--- src/sv/sbll_pkg.sv ---
// ----------------------------------------------------------------------------
// sbll_pkg
// Shared types and codes for the seat booking list: request and response
// payloads, mode and status codes, and the controller states.
// ----------------------------------------------------------------------------
package sbll_pkg;

   // default number of seats
   localparam int SEATS_DEF = 16;

   // request modes
   localparam logic [1:0] MODE_BOOK   = 2'd0;
   localparam logic [1:0] MODE_CANCEL = 2'd1;
   localparam logic [1:0] MODE_LIST   = 2'd2;
   localparam logic [1:0] MODE_NONE   = 2'd3;

   // response status codes
   localparam logic [2:0] STAT_OK         = 3'd0;
   localparam logic [2:0] STAT_TAKEN      = 3'd1;
   localparam logic [2:0] STAT_EMPTY      = 3'd2;
   localparam logic [2:0] STAT_NOT_BOOKED = 3'd3;
   localparam logic [2:0] STAT_BAD_SEAT   = 3'd4;

   typedef struct packed {
      logic [1:0] mode;
      logic [4:0] seat;
   } req_type;

   typedef struct packed {
      logic [2:0] status;
      logic [4:0] listed_seat;
      logic       last;
      logic [4:0] free_count;
   } rsp_type;

   typedef enum logic [2:0] {
      ST_IDLE,
      ST_LIST_RD,
      ST_LIST_OUT,
      ST_WALK_RD,
      ST_WALK_CHK,
      ST_SEAT_RD,
      ST_UNLINK
   } ctrl_state_type;

endpackage

--- src/sv/sbll_ram.sv ---
// ----------------------------------------------------------------------------
// sbll_ram
// Generic single-write, single-read RAM with a registered read port.
// ----------------------------------------------------------------------------
module sbll_ram #(
   parameter int WIDTH = 8,
   parameter int DEPTH = 16
) (
   input  logic                     clock,
   input  logic                     wr_en,
   input  logic [$clog2(DEPTH)-1:0] wr_addr,
   input  logic [WIDTH-1:0]         wr_data,
   input  logic [$clog2(DEPTH)-1:0] rd_addr,
   output logic [WIDTH-1:0]         rd_data
);

   logic [WIDTH-1:0] mem [DEPTH];

   // write port
   always_ff @(posedge clock) begin
      if (wr_en) begin
         mem[wr_addr] <= wr_data;
      end
   end

   // registered read port
   always_ff @(posedge clock) begin
      rd_data <= mem[rd_addr];
   end

endmodule

--- src/sv/sbll_ctrl.sv ---
// ----------------------------------------------------------------------------
// sbll_ctrl
// Sequencer for the seat booking list: keeps head, tail, free count and the
// booked flags, and walks the link table held in the RAM.
// ----------------------------------------------------------------------------
module sbll_ctrl import sbll_pkg::*; #(
   parameter int SEATS = SEATS_DEF
) (
   input  logic                       clock,
   input  logic                       reset,
   input  logic                       start,
   input  req_type                    req_item,
   output logic                       busy,
   output logic                       rsp_valid,
   output rsp_type                    rsp_item,
   output logic                       ram_wr_en,
   output logic [$clog2(SEATS+1)-1:0] ram_wr_addr,
   output logic [$clog2(SEATS+1)-1:0] ram_wr_data,
   output logic [$clog2(SEATS+1)-1:0] ram_rd_addr,
   input  logic [$clog2(SEATS+1)-1:0] ram_rd_data
);

   localparam int SEAT_W = $clog2(SEATS + 1);

   ctrl_state_type    state_ff, state_in;
   logic [SEAT_W-1:0] head_ff, head_in;
   logic [SEAT_W-1:0] tail_ff, tail_in;
   logic [SEAT_W-1:0] free_ff, free_in;
   logic [SEATS:0]    booked_ff, booked_in;
   logic [SEAT_W-1:0] seat_ff, seat_in;
   logic [SEAT_W-1:0] cur_ff, cur_in;
   logic              is_head_ff, is_head_in;
   logic              rsp_valid_ff, rsp_valid_in;
   rsp_type           rsp_ff, rsp_in;

   logic              accept;
   logic              seat_ok;
   logic [SEAT_W-1:0] seat_idx;
   logic [SEAT_W-1:0] list_next;

   // decode the request; the end of the list is found by comparing with the
   // tail, so a link is always written (on append or unlink) before it is used
   assign accept    = start && (state_ff == ST_IDLE);
   assign seat_ok   = (req_item.seat != '0) && (int'(req_item.seat) <= SEATS);
   assign seat_idx  = SEAT_W'(req_item.seat);
   assign list_next = (cur_ff == tail_ff) ? '0 : ram_rd_data;

   assign busy      = (state_ff != ST_IDLE);
   assign rsp_valid = rsp_valid_ff;
   assign rsp_item  = rsp_ff;

   // next state
   always_comb begin
      state_in = state_ff;
      unique case (state_ff)
         ST_IDLE: begin
            if (accept) begin
               priority if (req_item.mode == MODE_LIST) begin
                  if (head_ff != '0) state_in = ST_LIST_RD;
               end else if (req_item.mode == MODE_CANCEL && seat_ok && head_ff != '0
                            && booked_ff[seat_idx]) begin
                  if (seat_idx != head_ff) state_in = ST_WALK_RD;
                  else if (seat_idx != tail_ff) state_in = ST_SEAT_RD;
               end else begin
                  state_in = ST_IDLE;
               end
            end
         end
         ST_LIST_RD:  state_in = ST_LIST_OUT;
         ST_LIST_OUT: state_in = (list_next == '0) ? ST_IDLE : ST_LIST_RD;
         ST_WALK_RD:  state_in = ST_WALK_CHK;
         ST_WALK_CHK: state_in = (ram_rd_data == seat_ff) ? ST_SEAT_RD : ST_WALK_RD;
         ST_SEAT_RD:  state_in = ST_UNLINK;
         ST_UNLINK:   state_in = ST_IDLE;
         default:     state_in = ST_IDLE;
      endcase
   end

   // datapath, RAM access and result transfer
   always_comb begin
      head_in      = head_ff;
      tail_in      = tail_ff;
      free_in      = free_ff;
      booked_in    = booked_ff;
      seat_in      = seat_ff;
      cur_in       = cur_ff;
      is_head_in   = is_head_ff;
      rsp_valid_in = 1'b0;
      rsp_in       = rsp_ff;
      ram_wr_en    = 1'b0;
      ram_wr_addr  = tail_ff;
      ram_wr_data  = seat_idx;
      ram_rd_addr  = (state_ff == ST_SEAT_RD) ? seat_ff : cur_ff;

      unique case (state_ff)
         ST_IDLE: begin
            if (accept) begin
               rsp_in.status      = STAT_OK;
               rsp_in.listed_seat = req_item.seat;
               rsp_in.last        = 1'b1;
               rsp_in.free_count  = 5'(free_ff);
               priority if (req_item.mode == MODE_NONE) begin
                  rsp_valid_in = 1'b0;
               end else if (req_item.mode == MODE_LIST) begin
                  // empty list gives a single status; otherwise start the walk
                  cur_in = head_ff;
                  if (head_ff == '0) begin
                     rsp_valid_in       = 1'b1;
                     rsp_in.status      = STAT_EMPTY;
                     rsp_in.listed_seat = '0;
                  end
               end else if (!seat_ok) begin
                  rsp_valid_in  = 1'b1;
                  rsp_in.status = STAT_BAD_SEAT;
               end else if (req_item.mode == MODE_BOOK) begin
                  rsp_valid_in = 1'b1;
                  if (booked_ff[seat_idx]) begin
                     rsp_in.status = STAT_TAKEN;
                  end else begin
                     // append at the tail
                     if (head_ff == '0) head_in = seat_idx;
                     else ram_wr_en = 1'b1;
                     tail_in             = seat_idx;
                     booked_in[seat_idx] = 1'b1;
                     free_in             = free_ff - SEAT_W'(1);
                     rsp_in.free_count   = 5'(free_ff - SEAT_W'(1));
                  end
               end else begin
                  seat_in    = seat_idx;
                  cur_in     = head_ff;
                  is_head_in = (seat_idx == head_ff);
                  priority if (head_ff == '0) begin
                     rsp_valid_in  = 1'b1;
                     rsp_in.status = STAT_EMPTY;
                  end else if (!booked_ff[seat_idx]) begin
                     rsp_valid_in  = 1'b1;
                     rsp_in.status = STAT_NOT_BOOKED;
                  end else if (seat_idx == head_ff && seat_idx == tail_ff) begin
                     // drop the only entry
                     rsp_valid_in        = 1'b1;
                     head_in             = '0;
                     tail_in             = '0;
                     booked_in[seat_idx] = 1'b0;
                     free_in             = free_ff + SEAT_W'(1);
                     rsp_in.free_count   = 5'(free_ff + SEAT_W'(1));
                  end else begin
                     rsp_valid_in = 1'b0;
                  end
               end
            end
         end
         ST_LIST_RD: begin
         end
         ST_LIST_OUT: begin
            // emit one booked seat and advance
            rsp_valid_in       = 1'b1;
            rsp_in.status      = STAT_OK;
            rsp_in.listed_seat = 5'(cur_ff);
            rsp_in.last        = (list_next == '0);
            rsp_in.free_count  = 5'(free_ff);
            cur_in             = list_next;
         end
         ST_WALK_RD: begin
         end
         ST_WALK_CHK: begin
            // hold the predecessor once its link points at the seat
            if (ram_rd_data != seat_ff) cur_in = ram_rd_data;
         end
         ST_SEAT_RD: begin
         end
         ST_UNLINK: begin
            // bypass the seat, then free it
            if (is_head_ff) begin
               head_in = ram_rd_data;
            end else begin
               ram_wr_en   = 1'b1;
               ram_wr_addr = cur_ff;
               ram_wr_data = ram_rd_data;
               if (tail_ff == seat_ff) tail_in = cur_ff;
            end
            booked_in[seat_ff] = 1'b0;
            free_in            = free_ff + SEAT_W'(1);
            rsp_valid_in       = 1'b1;
            rsp_in.status      = STAT_OK;
            rsp_in.listed_seat = 5'(seat_ff);
            rsp_in.last        = 1'b1;
            rsp_in.free_count  = 5'(free_ff + SEAT_W'(1));
         end
         default: begin
         end
      endcase
   end

   // control registers
   always_ff @(posedge clock) begin
      if (reset) begin
         state_ff     <= ST_IDLE;
         head_ff      <= '0;
         tail_ff      <= '0;
         free_ff      <= SEAT_W'(SEATS);
         booked_ff    <= '0;
         rsp_valid_ff <= 1'b0;
      end else begin
         state_ff     <= state_in;
         head_ff      <= head_in;
         tail_ff      <= tail_in;
         free_ff      <= free_in;
         booked_ff    <= booked_in;
         rsp_valid_ff <= rsp_valid_in;
      end
   end

   // payload registers
   always_ff @(posedge clock) begin
      seat_ff    <= seat_in;
      cur_ff     <= cur_in;
      is_head_ff <= is_head_in;
      rsp_ff     <= rsp_in;
   end

endmodule

--- src/sv/seat_booking_linked_list_top.sv ---
// ----------------------------------------------------------------------------
// seat_booking_linked_list_top
// Ordered list of booked seats kept as a linked list in a RAM.
// ----------------------------------------------------------------------------
// Usage:
//   A request transfers on a clock edge with start high and busy low. Mode
//   book appends a seat at the tail, cancel unlinks a seat, list streams the
//   booked seats in booking order. Each response is shown for one cycle with
//   rsp_valid high; the final response of a request carries last.
// Sequencing:
//   Book, bad seat, status-only and only-seat cancel requests give their
//   response in the cycle after the transfer; busy stays low.
//   Cancel of the first seat reads its link in ST_SEAT_RD and unlinks it
//   in ST_UNLINK. Cancel of a later seat first walks the link RAM for the
//   predecessor, through ST_WALK_RD and ST_WALK_CHK per step, then reads
//   and unlinks the seat. List reads each link in ST_LIST_RD and gives its
//   seat in ST_LIST_OUT, as the RAM read is registered. The final response
//   shows in the same cycle that busy drops.
// Reset:
//   Head, tail and booked flags clear and the free count loads SEATS; the
//   link RAM needs no clearing since every link is written before it is used.
// Responses cannot be held off; the receiver must take each one as shown.
// ----------------------------------------------------------------------------
module seat_booking_linked_list_top import sbll_pkg::*; #(
   parameter int SEATS = SEATS_DEF
) (
   input  logic    clock,
   input  logic    reset,
   input  logic    start,
   input  req_type req_item,
   output logic    busy,
   output logic    rsp_valid,
   output rsp_type rsp_item
);

   localparam int SEAT_W = $clog2(SEATS + 1);

   logic              ram_wr_en;
   logic [SEAT_W-1:0] ram_wr_addr;
   logic [SEAT_W-1:0] ram_wr_data;
   logic [SEAT_W-1:0] ram_rd_addr;
   logic [SEAT_W-1:0] ram_rd_data;

   // sequencer
   sbll_ctrl #(
      .SEATS(SEATS)
   ) u_ctrl (
      .clock      (clock),
      .reset      (reset),
      .start      (start),
      .req_item   (req_item),
      .busy       (busy),
      .rsp_valid  (rsp_valid),
      .rsp_item   (rsp_item),
      .ram_wr_en  (ram_wr_en),
      .ram_wr_addr(ram_wr_addr),
      .ram_wr_data(ram_wr_data),
      .ram_rd_addr(ram_rd_addr),
      .ram_rd_data(ram_rd_data)
   );

   // link table
   sbll_ram #(
      .WIDTH(SEAT_W),
      .DEPTH(SEATS + 1)
   ) u_link_ram (
      .clock  (clock),
      .wr_en  (ram_wr_en),
      .wr_addr(ram_wr_addr),
      .wr_data(ram_wr_data),
      .rd_addr(ram_rd_addr),
      .rd_data(ram_rd_data)
   );

endmodule

--- config.mk ---
export PLATFORM = sky130hd
export DESIGN_NAME = seat_booking_linked_list_top
export DESIGN_NICKNAME = d
export VERILOG_FILES = /design/src/sv/sbll_pkg.sv /design/src/sv/sbll_ram.sv /design/src/sv/sbll_ctrl.sv /design/src/sv/seat_booking_linked_list_top.sv
export SDC_FILE = /design/constraint.sdc
export NUM_CORES = 1
export LEC_CHECK = 0
export ABC_AREA = 1
export BUFFER_PORTS_ARGS = -buffer_cell sky130_fd_sc_hd__buf_2
export CORE_ASPECT_RATIO = 2
export CORE_MARGIN = 10
export CORE_UTILIZATION = 40
export DETAILED_ROUTE_END_ITERATION = 8
export RECOVER_POWER = 100
export SLEW_MARGIN = 20
export SYNTH_ARGS = -nofsm -noshare
export SYNTH_HDL_FRONTEND = slang
export SYNTH_HIERARCHICAL = 1
export SYNTH_SLANG_ARGS = --single-unit
--- constraint.sdc ---
create_clock -name clock -period 3.15 [get_ports clock]
set_input_delay 0.4725 -clock clock [delete_from_list [all_inputs] [get_ports clock]]
set_output_delay 0.4725 -clock clock [all_outputs]
set_load 0.1 [all_outputs]
==> results.json, run 1 <==
{
  "r2r_slack_ns": 0.28,
  "cp_max_fo": 12,
  "period_needed_ns": 2.93,
  "syn_area_per_cell_sq_um": 8.35,
  "reg2reg_to": "u_ctrl/tail_ff[0]$_SDFFE_PP0P_",
  "cp-start-kind": "input pin",
  "drt_iter0_drc": 523,
  "synth_top_cell_by_area": "edfxtp_1",
  "placementRows": 74,
  "hold_path_depth": 2,
  "synth_warnings": 6,
  "synth-edff-count": 110,
  "ys_types": 52,
  "grt_pass1_wl_microns": 37900,
  "cp_data_required_time_ns": 3.25,
  "htree_levels": 4,
  "dpl.hpwl_microns": 18500,
  "synth_seq_cells": 151,
  "cts_inserted_buffers": 17,
  "hold_viol": 0,
  "ir_worst_vdd_uv": 496,
  "finalSetupViolCount": 0,
  "rsz0062_at_grt": "false",
  "insertion_delay_ns": 0.43,
  "arrival_ns": 3.03,
  "reg2reg_depth": 10,
  "area_delta_synth_final_pct": 9.51,
  "period_share": 0.929,
  "drive_gt1_frac": 0.0803,
  "routedWlPerCell_microns": 19.3,
  "yosys-top-cells-area": "edfxtp_1, nand2_1, dfxtp_1",
  "grt_max_degree": 46,
  "cap_violations": 0,
  "r2r-start": "u_ctrl/state_ff[1]$_SDFFE_PP0P_",
  "holdPathEnd": "u_ctrl/state_ff[0]$_SDFFE_PP0P_",
  "grt_pass1_vias": 7094,
  "fmax_mhz": 342,
  "clkTransAtPathRegs_ns": 0.06,
  "synthArstFlopShare": 0,
  "cts_tree": "done",
  "io_buffers": 25,
  "power_density_nw_per_um2": 923,
  "pre_cts_ws_ns": 0.189,
  "worst_slack_ns": 0.225,
  "hp-class": "in -> reg",
  "die_x_microns": 121,
  "crit_type": "in -> reg",
  "relSlewSlack": 0.211,
  "status": "complete, no violations",
  "routabilityCongestion": 0.941,
  "cts-root-buf": "clkbuf_16",
  "io_pins": 26,
  "netlist_instances": 985,
  "syn_area_sq_um": 8220,
  "worst_slew_pin_slew_ns": 1.19,
  "setup_tns_ns": 0,
  "totalWireLength_microns": 24800,
  "clock_sinks": 151,
  "cts_setup_buffers": 0,
  "yosysTopAreaCellShare": 0.402,
  "fin_skew_ns": 0.00997,
  "antennaDiodeCount": 0,
  "grt_usage": 0.184,
  "via_per_inst": 5.50,
  "synth_flop_cell": "edfxtp_1",
  "antenna_found_initial": 0,
  "cts_buffer_depth": 2,
  "die_y_microns": 223,
  "route.vias.total": 7080,
  "ys_seq_area_frac": 0.501,
  "maxSlewViolCount": 0,
  "dr.pass1.iters": 6,
  "syn_nets": 997,
  "cp-end-kind": "flip-flop",
  "grt_remaining_overflow": 0,
  "nets": 1020,
  "drc": 0,
  "cts_resized": 0,
  "hold_buffers": 0,
  "coreArea_sq_um": 20400,
  "min_from": "reset",
  "initial_utilization": 0.404,
  "ant_nets": 0,
  "die_area_sq_um": 27000,
  "p_leak_nw": 3.48
}
-- layout make-up --
type / instances / area, sq um
Fill cell: 2091 / 11400
Sequential cell: 151 / 4120
Multi-Input combinational cell: 697 / 3370
Clock buffer: 18 / 429
Inverter: 90 / 343
Tap cell: 266 / 333
Timing Repair Buffer: 51 / 244
Clock inverter: 14 / 166
-- report_power, final --
part	switching, mW	total, mW	internal, mW
combinational	2.75	3.56	0.807
clock	0.852	2.04	1.19
sequential	0.259	2.71	2.46
total	3.86	8.31	4.45
-- worst max-delay path, stage by stage --
cell,delay [ns]
clkbuf_1,0.50
clkbuf_1,0.33
nor2_4,0.07
nand2_1,0.06
nand3_1,0.08
nand2_1,0.09
nand2_1,0.10
nor2_4,0.13
nand2_1,0.07
o41ai_1,0.24
buf_4,0.19
nand3b_1,0.24
nor2_1,0.17
clkbuf_1,0.28
-- worst max-delay path by stage --
stage | startpoint | endpoint | slack [ns] | depth (start not counted)
final | req_item[0] | u_link_ram/mem[9][1]$_DFFE_PP_ | 0.22 | 14
after global routing | req_item[0] | u_link_ram/mem[8][1]$_DFFE_PP_ | 0.06 | 15
after CTS | u_ctrl/state_ff[1]$_SDFFE_PP0P_ | u_link_ram/mem[15][3]$_DFFE_PP_ | 0.30 | 7
after detailed placement | req_item[0] | u_link_ram/mem[5][0]$_DFFE_PP_ | 0.19 | 14
after global placement | req_item[0] | u_link_ram/mem[13][2]$_DFFE_PP_ | 0.21 | 14
after floorplan | req_item[0] | u_link_ram/mem[16][0]$_DFFE_PP_ | 0.21 | 14
-- placed cells by master, fill, tap and decap left out, drive strengths merged --
cell	netlist	layout
nand2	286	286
edfxtp	110	110
nor2	108	108
nand3	103	103
inv	88	94
clkbuf	10	53
dfxtp	41	41
o21ai	40	40
a21oi	33	33
nand4	29	29
a31oi	18	18
buf	37	16
nor3	12	12
xnor2	11	11
a32oi	10	10
o22ai	9	9
xor2	6	6
o211ai	6	6
clkinv	2	5
o221ai	4	4
clkinvlp	0	3
nor4	3	3
bufinv	0	2
a2111oi	2	2
a32o	2	2
ha	2	2
nand3b	2	2
nor3b	1	1
o2111ai	1	1
o31ai	1	1
nand2b	1	1
or2	1	1
o41ai	1	1
and2	1	1
a311oi	1	1
a211oi	1	1
and3	1	1
a22oi	1	1
-- stage by stage --
step           cells   util  cell area [sq um]  hold WS (ns)  power [mW]
2_1_floorplan    985      -               8220         0.415        5.60
3_5_place_dp    1255  0.419               8530         0.434        6.35
4_1_cts         1287  0.448               9130         0.382        8.40
3_3_place_gp    1255  0.419               8530         0.433        6.33
5_1_grt         1287  0.442               9010         0.379        8.77
6_report        1287  0.442               9010         0.386        8.31
-- cells by family (layout without fill, tap and decap cells) --
logic type               count (synthesis)  count (layout)  share of synthesized area
AO/OA/AOI/OAI                          130             130                     0.0978
XOR/XNOR                                17              17                     0.0181
adder cells (fa/ha/maj)                  2               2                    0.00304
buffers and inverters                  137             173                     0.0855
flip-flops                             151             151                      0.501
AND/OR/NAND/NOR                        548             548                      0.294
-- routing by layer --
metal,global-route usage,share of wire,vias to the layer above
li1,-,-,3404
met1,0.154,0.32,3282
met2,0.354,0.56,278
met3,0.0307,0.040,116
met4,0.152,0.080,0
met5,0,0,-
-- cells in the mapped netlist, types with 2 or more instances --
cell type	number
a2111oi_0	2
a21oi_1	32
a31oi_1	18
a32o_1	2
a32oi_1	10
buf_1	2
buf_2	15
buf_4	3
buf_6	16
clkbuf_1	9
clkinv_1	2
dfxtp_1	41
edfxtp_1	110
ha_1	2
inv_1	78
inv_2	7
inv_4	2
nand2_1	271
nand2_2	15
nand3_1	100
nand3_2	3
nand3b_1	2
nand4_1	29
nor2_1	99
nor2_2	4
nor2_4	4
nor3_1	12
nor4_1	3
o211ai_1	5
o21ai_0	37
o21ai_1	3
o221ai_1	4
o22ai_1	9
xnor2_1	11
xor2_1	6
Power figures use the tool's default switching activity.
==> inputs of run 2 (changes only) <==
Settings changed: ABC_CLOCK_PERIOD_IN_PS set to 3150, CELL_PAD_IN_SITES_DETAIL_PLACEMENT set to 2, CELL_PAD_IN_SITES_GLOBAL_PLACEMENT set to 2, CORE_UTILIZATION 40 to 39, PLACE_DENSITY_LB_ADDON set to 0.1.
==> results.json, run 2 (same netlist as run 1, synthesis figures left out) <==
{
  "status": "finished, violations left",
  "violations": "max-capacitance violations, max-slew violations",
  "cts_tree": "done",
  "cp_data_required_time_ns": 3.52,
  "cts_inserted_buffers": 17,
  "layout_common_cells": "nand2_1, edfxtp_1, nand3_1",
  "die_x_microns": 123,
  "drive_gt1_frac": 0.0922,
  "routedWlPerCell_microns": 24.1,
  "place_area_sq_um": 8640,
  "cap_violations": 1,
  "antenna_found_initial": 0,
  "io_buffers": 25,
  "hold_viol": 0,
  "routabilityCongestion": 0.903,
  "clock_sinks": 151,
  "drt_iter0_drc": 350,
  "power_density_nw_per_um2": 948,
  "arrival_ns": 3.31,
  "htree_levels": 4,
  "antennaDiodeCount": 0,
  "pre_cts_ws_ns": 0.0524,
  "die_y_microns": 225,
  "crit_chain": "inv_1 -> nor2_2 -> nand2_1 -> buf_4 -> inv_2 -> nor2_2 -> clkinv_1 -> nor2_1 -> a21oi_1 -> nand4_1 -> nand2_1 -> nor2_1",
  "io_pins": 26,
  "dpl.hpwl_microns": 23500,
  "area_delta_synth_final_pct": 10.7,
  "cp-end-kind": "flip-flop",
  "grt_pass1_wl_microns": 48100,
  "hp-class": "in -> reg",
  "drc": 0,
  "grt_pass1_vias": 8340,
  "hold_buffers": 0,
  "cp_max_fo": 13,
  "setup_tns_ns": 0,
  "coreArea_sq_um": 20800,
  "ir_worst_vdd_uv": 598,
  "cts_buffer_depth": 2,
  "hold_slack_ns": 0.398,
  "via_per_inst": 5.68,
  "insertion_delay_ns": 0.44,
  "clkTransAtPathRegs_ns": 0.06,
  "worst_slack_ns": 0.205,
  "ant_nets": 0,
  "grt_remaining_overflow": 0,
  "relSlewSlack": -0.296,
  "worst_path_max_delay_cell": "nor2_2",
  "route.vias.total": 7381,
  "cp_num_buf_inv": 4,
  "period_needed_ns": 2.95,
  "period_share": 0.935,
  "max_stage_delay_ns": 0.52,
  "crit_family": "simple AND/OR/NAND/NOR gates",
  "totalWireLength_microns": 31400,
  "initial_utilization": 0.395,
  "fmax_mhz": 340,
  "grt_max_degree": 45,
  "nets": 1029,
  "grt_usage": 0.234,
  "die_area_sq_um": 27600,
  "p_leak_nw": 3.53,
  "cp-start-kind": "flip-flop",
  "maxSlewViolCount": 15,
  "final_util": 0.437,
  "worst_slew_pin_slew_ns": 1.93,
  "cts_setup_buffers": 0,
  "finish.instance_area_sq_um": 9100,
  "cts-root-buf": "clkbuf_16",
  "layout_commonest_cell": "nand2_1",
  "rsz0062_at_grt": "false",
  "crit_type": "reg -> reg",
  "finalSetupViolCount": 0,
  "placementRows": 75,
  "fin_skew_ns": 0.00956,
  "dr.pass1.iters": 4
}
## run 2: cell types whose count changed in the layout (fill, tap and decap cells not counted), moves of 3 or more
cell,delta
o21ai_0,-5
buf_2,+4
buf_4,+6
o21ai_1,+3
## run 2: timing repair
action                                  CTS  global route
resized for setup                         1             9
endpoints found under the setup margin    5            55
gates cloned                              0             0
endpoints found under the hold margin     0             0
## run 2: through the flow
stage	std cells	total power, mW
after floorplan	985	5.60
after global placement	1267	6.59
after detailed placement	1267	6.70
after CTS	1299	8.75
after global routing	1299	9.11
final	1299	8.63
## run 2: power by group
part           total [mW]  internal, mW  switching (mW)
sequential           2.74          2.46           0.278
clock                2.00          1.17           0.837
combinational        3.89         0.881            3.01
## run 2: path summary, 6_finish.rpt
check | from | end | slack (ns) | cells after the start
worst min register to register | flip-flop | flip-flop | 0.45 | 2
worst max-delay path | u_ctrl/state_ff[1]$_SDFFE_PP0P_ | u_ctrl/tail_ff[2]$_SDFFE_PP0P_ | 0.20 | 12
worst min-delay path | reset | u_ctrl/state_ff[0]$_SDFFE_PP0P_ | 0.40 | 2
worst max register to register | u_ctrl/state_ff[1]$_SDFFE_PP0P_ | u_ctrl/tail_ff[2]$_SDFFE_PP0P_ | 0.20 | 12
## run 2: worst register-to-register path: cells and delay by family, from the launching register on
kind / cells / cell delay [ns]
AOI/OAI and AO/OA: 1 / 0.15
buffers and inverters: 4 / 0.97
DFF: 1 / 0.36
and+or+nand+nor: 7 / 1.40
## run 2: layer usage
layer,GRT usage,vias up,share of wire
li1,-,3419,-
met1,0.203,3697,0.32
met2,0.456,167,0.59
met3,0.0379,98,0.022
met4,0.168,0,0.069
met5,0,-,0
## run 2: area by class of cell
class	count	area, sq um
Fill cell	2454	11700
Sequential cell	151	4120
Multi-Input combinational cell	697	3390
Clock buffer	21	440
Inverter	90	350
Timing Repair Buffer	60	338
Tap cell	269	337
Clock inverter	11	125
==> inputs of run 3 (changes only) <==
Settings changed: BUFFER_PORTS_ARGS -buffer_cell sky130_fd_sc_hd__buf_2 to unset, CORE_UTILIZATION 39 to 40, DONT_BUFFER_PORTS set to 1, PLACE_DENSITY_LB_ADDON 0.1 to 0.3.
==> results.json, run 3 (same netlist as run 1, synthesis figures left out) <==
{
  "ant_nets": 0,
  "grt_usage": 0.238,
  "cp_data_required_time_ns": 3.22,
  "cts_buffer_depth": 2,
  "cts-root-buf": "clkbuf_16",
  "fmax_mhz": 336,
  "route.vias.total": 7314,
  "cap_violations": 0,
  "worst_path_max_delay_cell": "or2_2",
  "via_per_inst": 5.79,
  "ir_worst_vdd_uv": 541,
  "grt_max_degree": 46,
  "drt_iter0_drc": 341,
  "antennaDiodeCount": 0,
  "drc": 0,
  "cp-start-kind": "flip-flop",
  "dr.pass1.iters": 4,
  "cts_resized": 0,
  "status": "complete, no violations",
  "rsz0062_at_grt": "true",
  "routabilityCongestion": 0.872,
  "placementRows": 74,
  "die_y_microns": 223,
  "nets": 997,
  "io_buffers": 0,
  "totalWireLength_microns": 31500,
  "relSlewSlack": 0.254,
  "path_common_cell": "nor2_1",
  "p_leak_nw": 3.49,
  "dpl.hpwl_microns": 23500,
  "pre_cts_ws_ns": 0.217,
  "layout_common_cells": "nand2_1, edfxtp_1, nand3_1",
  "layout_commonest_cell": "nand2_1",
  "drive_gt1_frac": 0.0892,
  "cts_inserted_buffers": 17,
  "hold_viol": 0,
  "die_x_microns": 121,
  "crit_type": "reg -> reg",
  "maxSlewViolCount": 0,
  "antenna_found_initial": 0,
  "cp_num_buf_inv": 1,
  "crit_family": "simple AND/OR/NAND/NOR gates",
  "period_share": 0.944,
  "worst_slack_ns": 0.176,
  "grt_remaining_overflow": 0,
  "hp-class": "in -> reg",
  "insertion_delay_ns": 0.44,
  "coreArea_sq_um": 20400,
  "crit_chain": "inv_1 -> nor2_1 -> nand2_1 -> or2_2 -> o21ai_0 -> nand3_1 -> nor2_1",
  "cts_tree": "done",
  "cp_max_fo": 22,
  "area_delta_synth_final_pct": 9.07,
  "clkTransAtPathRegs_ns": 0.07,
  "worst_slew_pin_slew_ns": 1.12,
  "max_stage_delay_ns": 0.47,
  "routedWlPerCell_microns": 24.9,
  "power_mw": 8.63,
  "initial_utilization": 0.404,
  "fin_skew_ns": 0.00952,
  "period_needed_ns": 2.97,
  "arrival_ns": 3.05,
  "power_density_nw_per_um2": 963,
  "die_area_sq_um": 27000,
  "htree_levels": 4,
  "cts_setup_buffers": 0,
  "grt_pass1_vias": 8146,
  "finalSetupViolCount": 0,
  "clock_sinks": 151,
  "hold_buffers": 0,
  "cp-end-kind": "flip-flop",
  "grt_pass1_wl_microns": 48400,
  "io_pins": 26
}
==> run 3: cell type report <==
cell class / instances / area, sq um
Fill cell: 2343 / 11400
Sequential cell: 151 / 4120
Multi-Input combinational cell: 697 / 3390
Clock buffer: 18 / 429
Inverter: 90 / 350
Tap cell: 266 / 333
Clock inverter: 14 / 173
Timing Repair Buffer: 28 / 168
==> run 3: per-layer routing <==
layer | part of all wire | wire length [microns] | track usage
met1 | 0.31 | 9920 | 0.203
met2 | 0.59 | 18500 | 0.461
met3 | 0.025 | 801 | 0.0445
met4 | 0.074 | 2320 | 0.171
met5 | 0 | 0 | 0
==> run 3: final timing paths <==
kind	startpoint	endpoint	slack, ns	cells past startpoint
hold reg to reg	u_link_ram/mem[16][1]$_DFFE_PP_	u_link_ram/rd_data[1]$_DFF_P_	0.46	2
setup / recovery	u_ctrl/state_ff[1]$_SDFFE_PP0P_	u_link_ram/mem[12][0]$_DFFE_PP_	0.18	7
hold / removal	reset	u_ctrl/free_ff[0]$_SDFFE_PP0P_	0.1	1
setup reg to reg	u_ctrl/state_ff[1]$_SDFFE_PP0P_	u_link_ram/mem[12][0]$_DFFE_PP_	0.18	7
==> run 3: through the flow <==
step / cell area, sq um / util / hold WS [ns] / cells / TNS, ns
2_1_floorplan: 8220 / - / 0.415 / 985 / 0
3_3_place_gp: 8430 / 0.414 / 0.434 / 1232 / 0
3_5_place_dp: 8430 / 0.414 / 0.441 / 1232 / 0
4_1_cts: 9030 / 0.443 / 0.0777 / 1264 / 0
5_1_grt: 8970 / 0.440 / 0.0815 / 1264 / -0.439
6_report: 8970 / 0.440 / 0.0980 / 1264 / 0
==> run 3: report_power, final <==
part / internal (mW) / switching, mW / total [mW]
clock network: 1.25 / 0.874 / 2.13
registers: 2.46 / 0.979 / 3.44
logic: 0.783 / 2.28 / 3.06
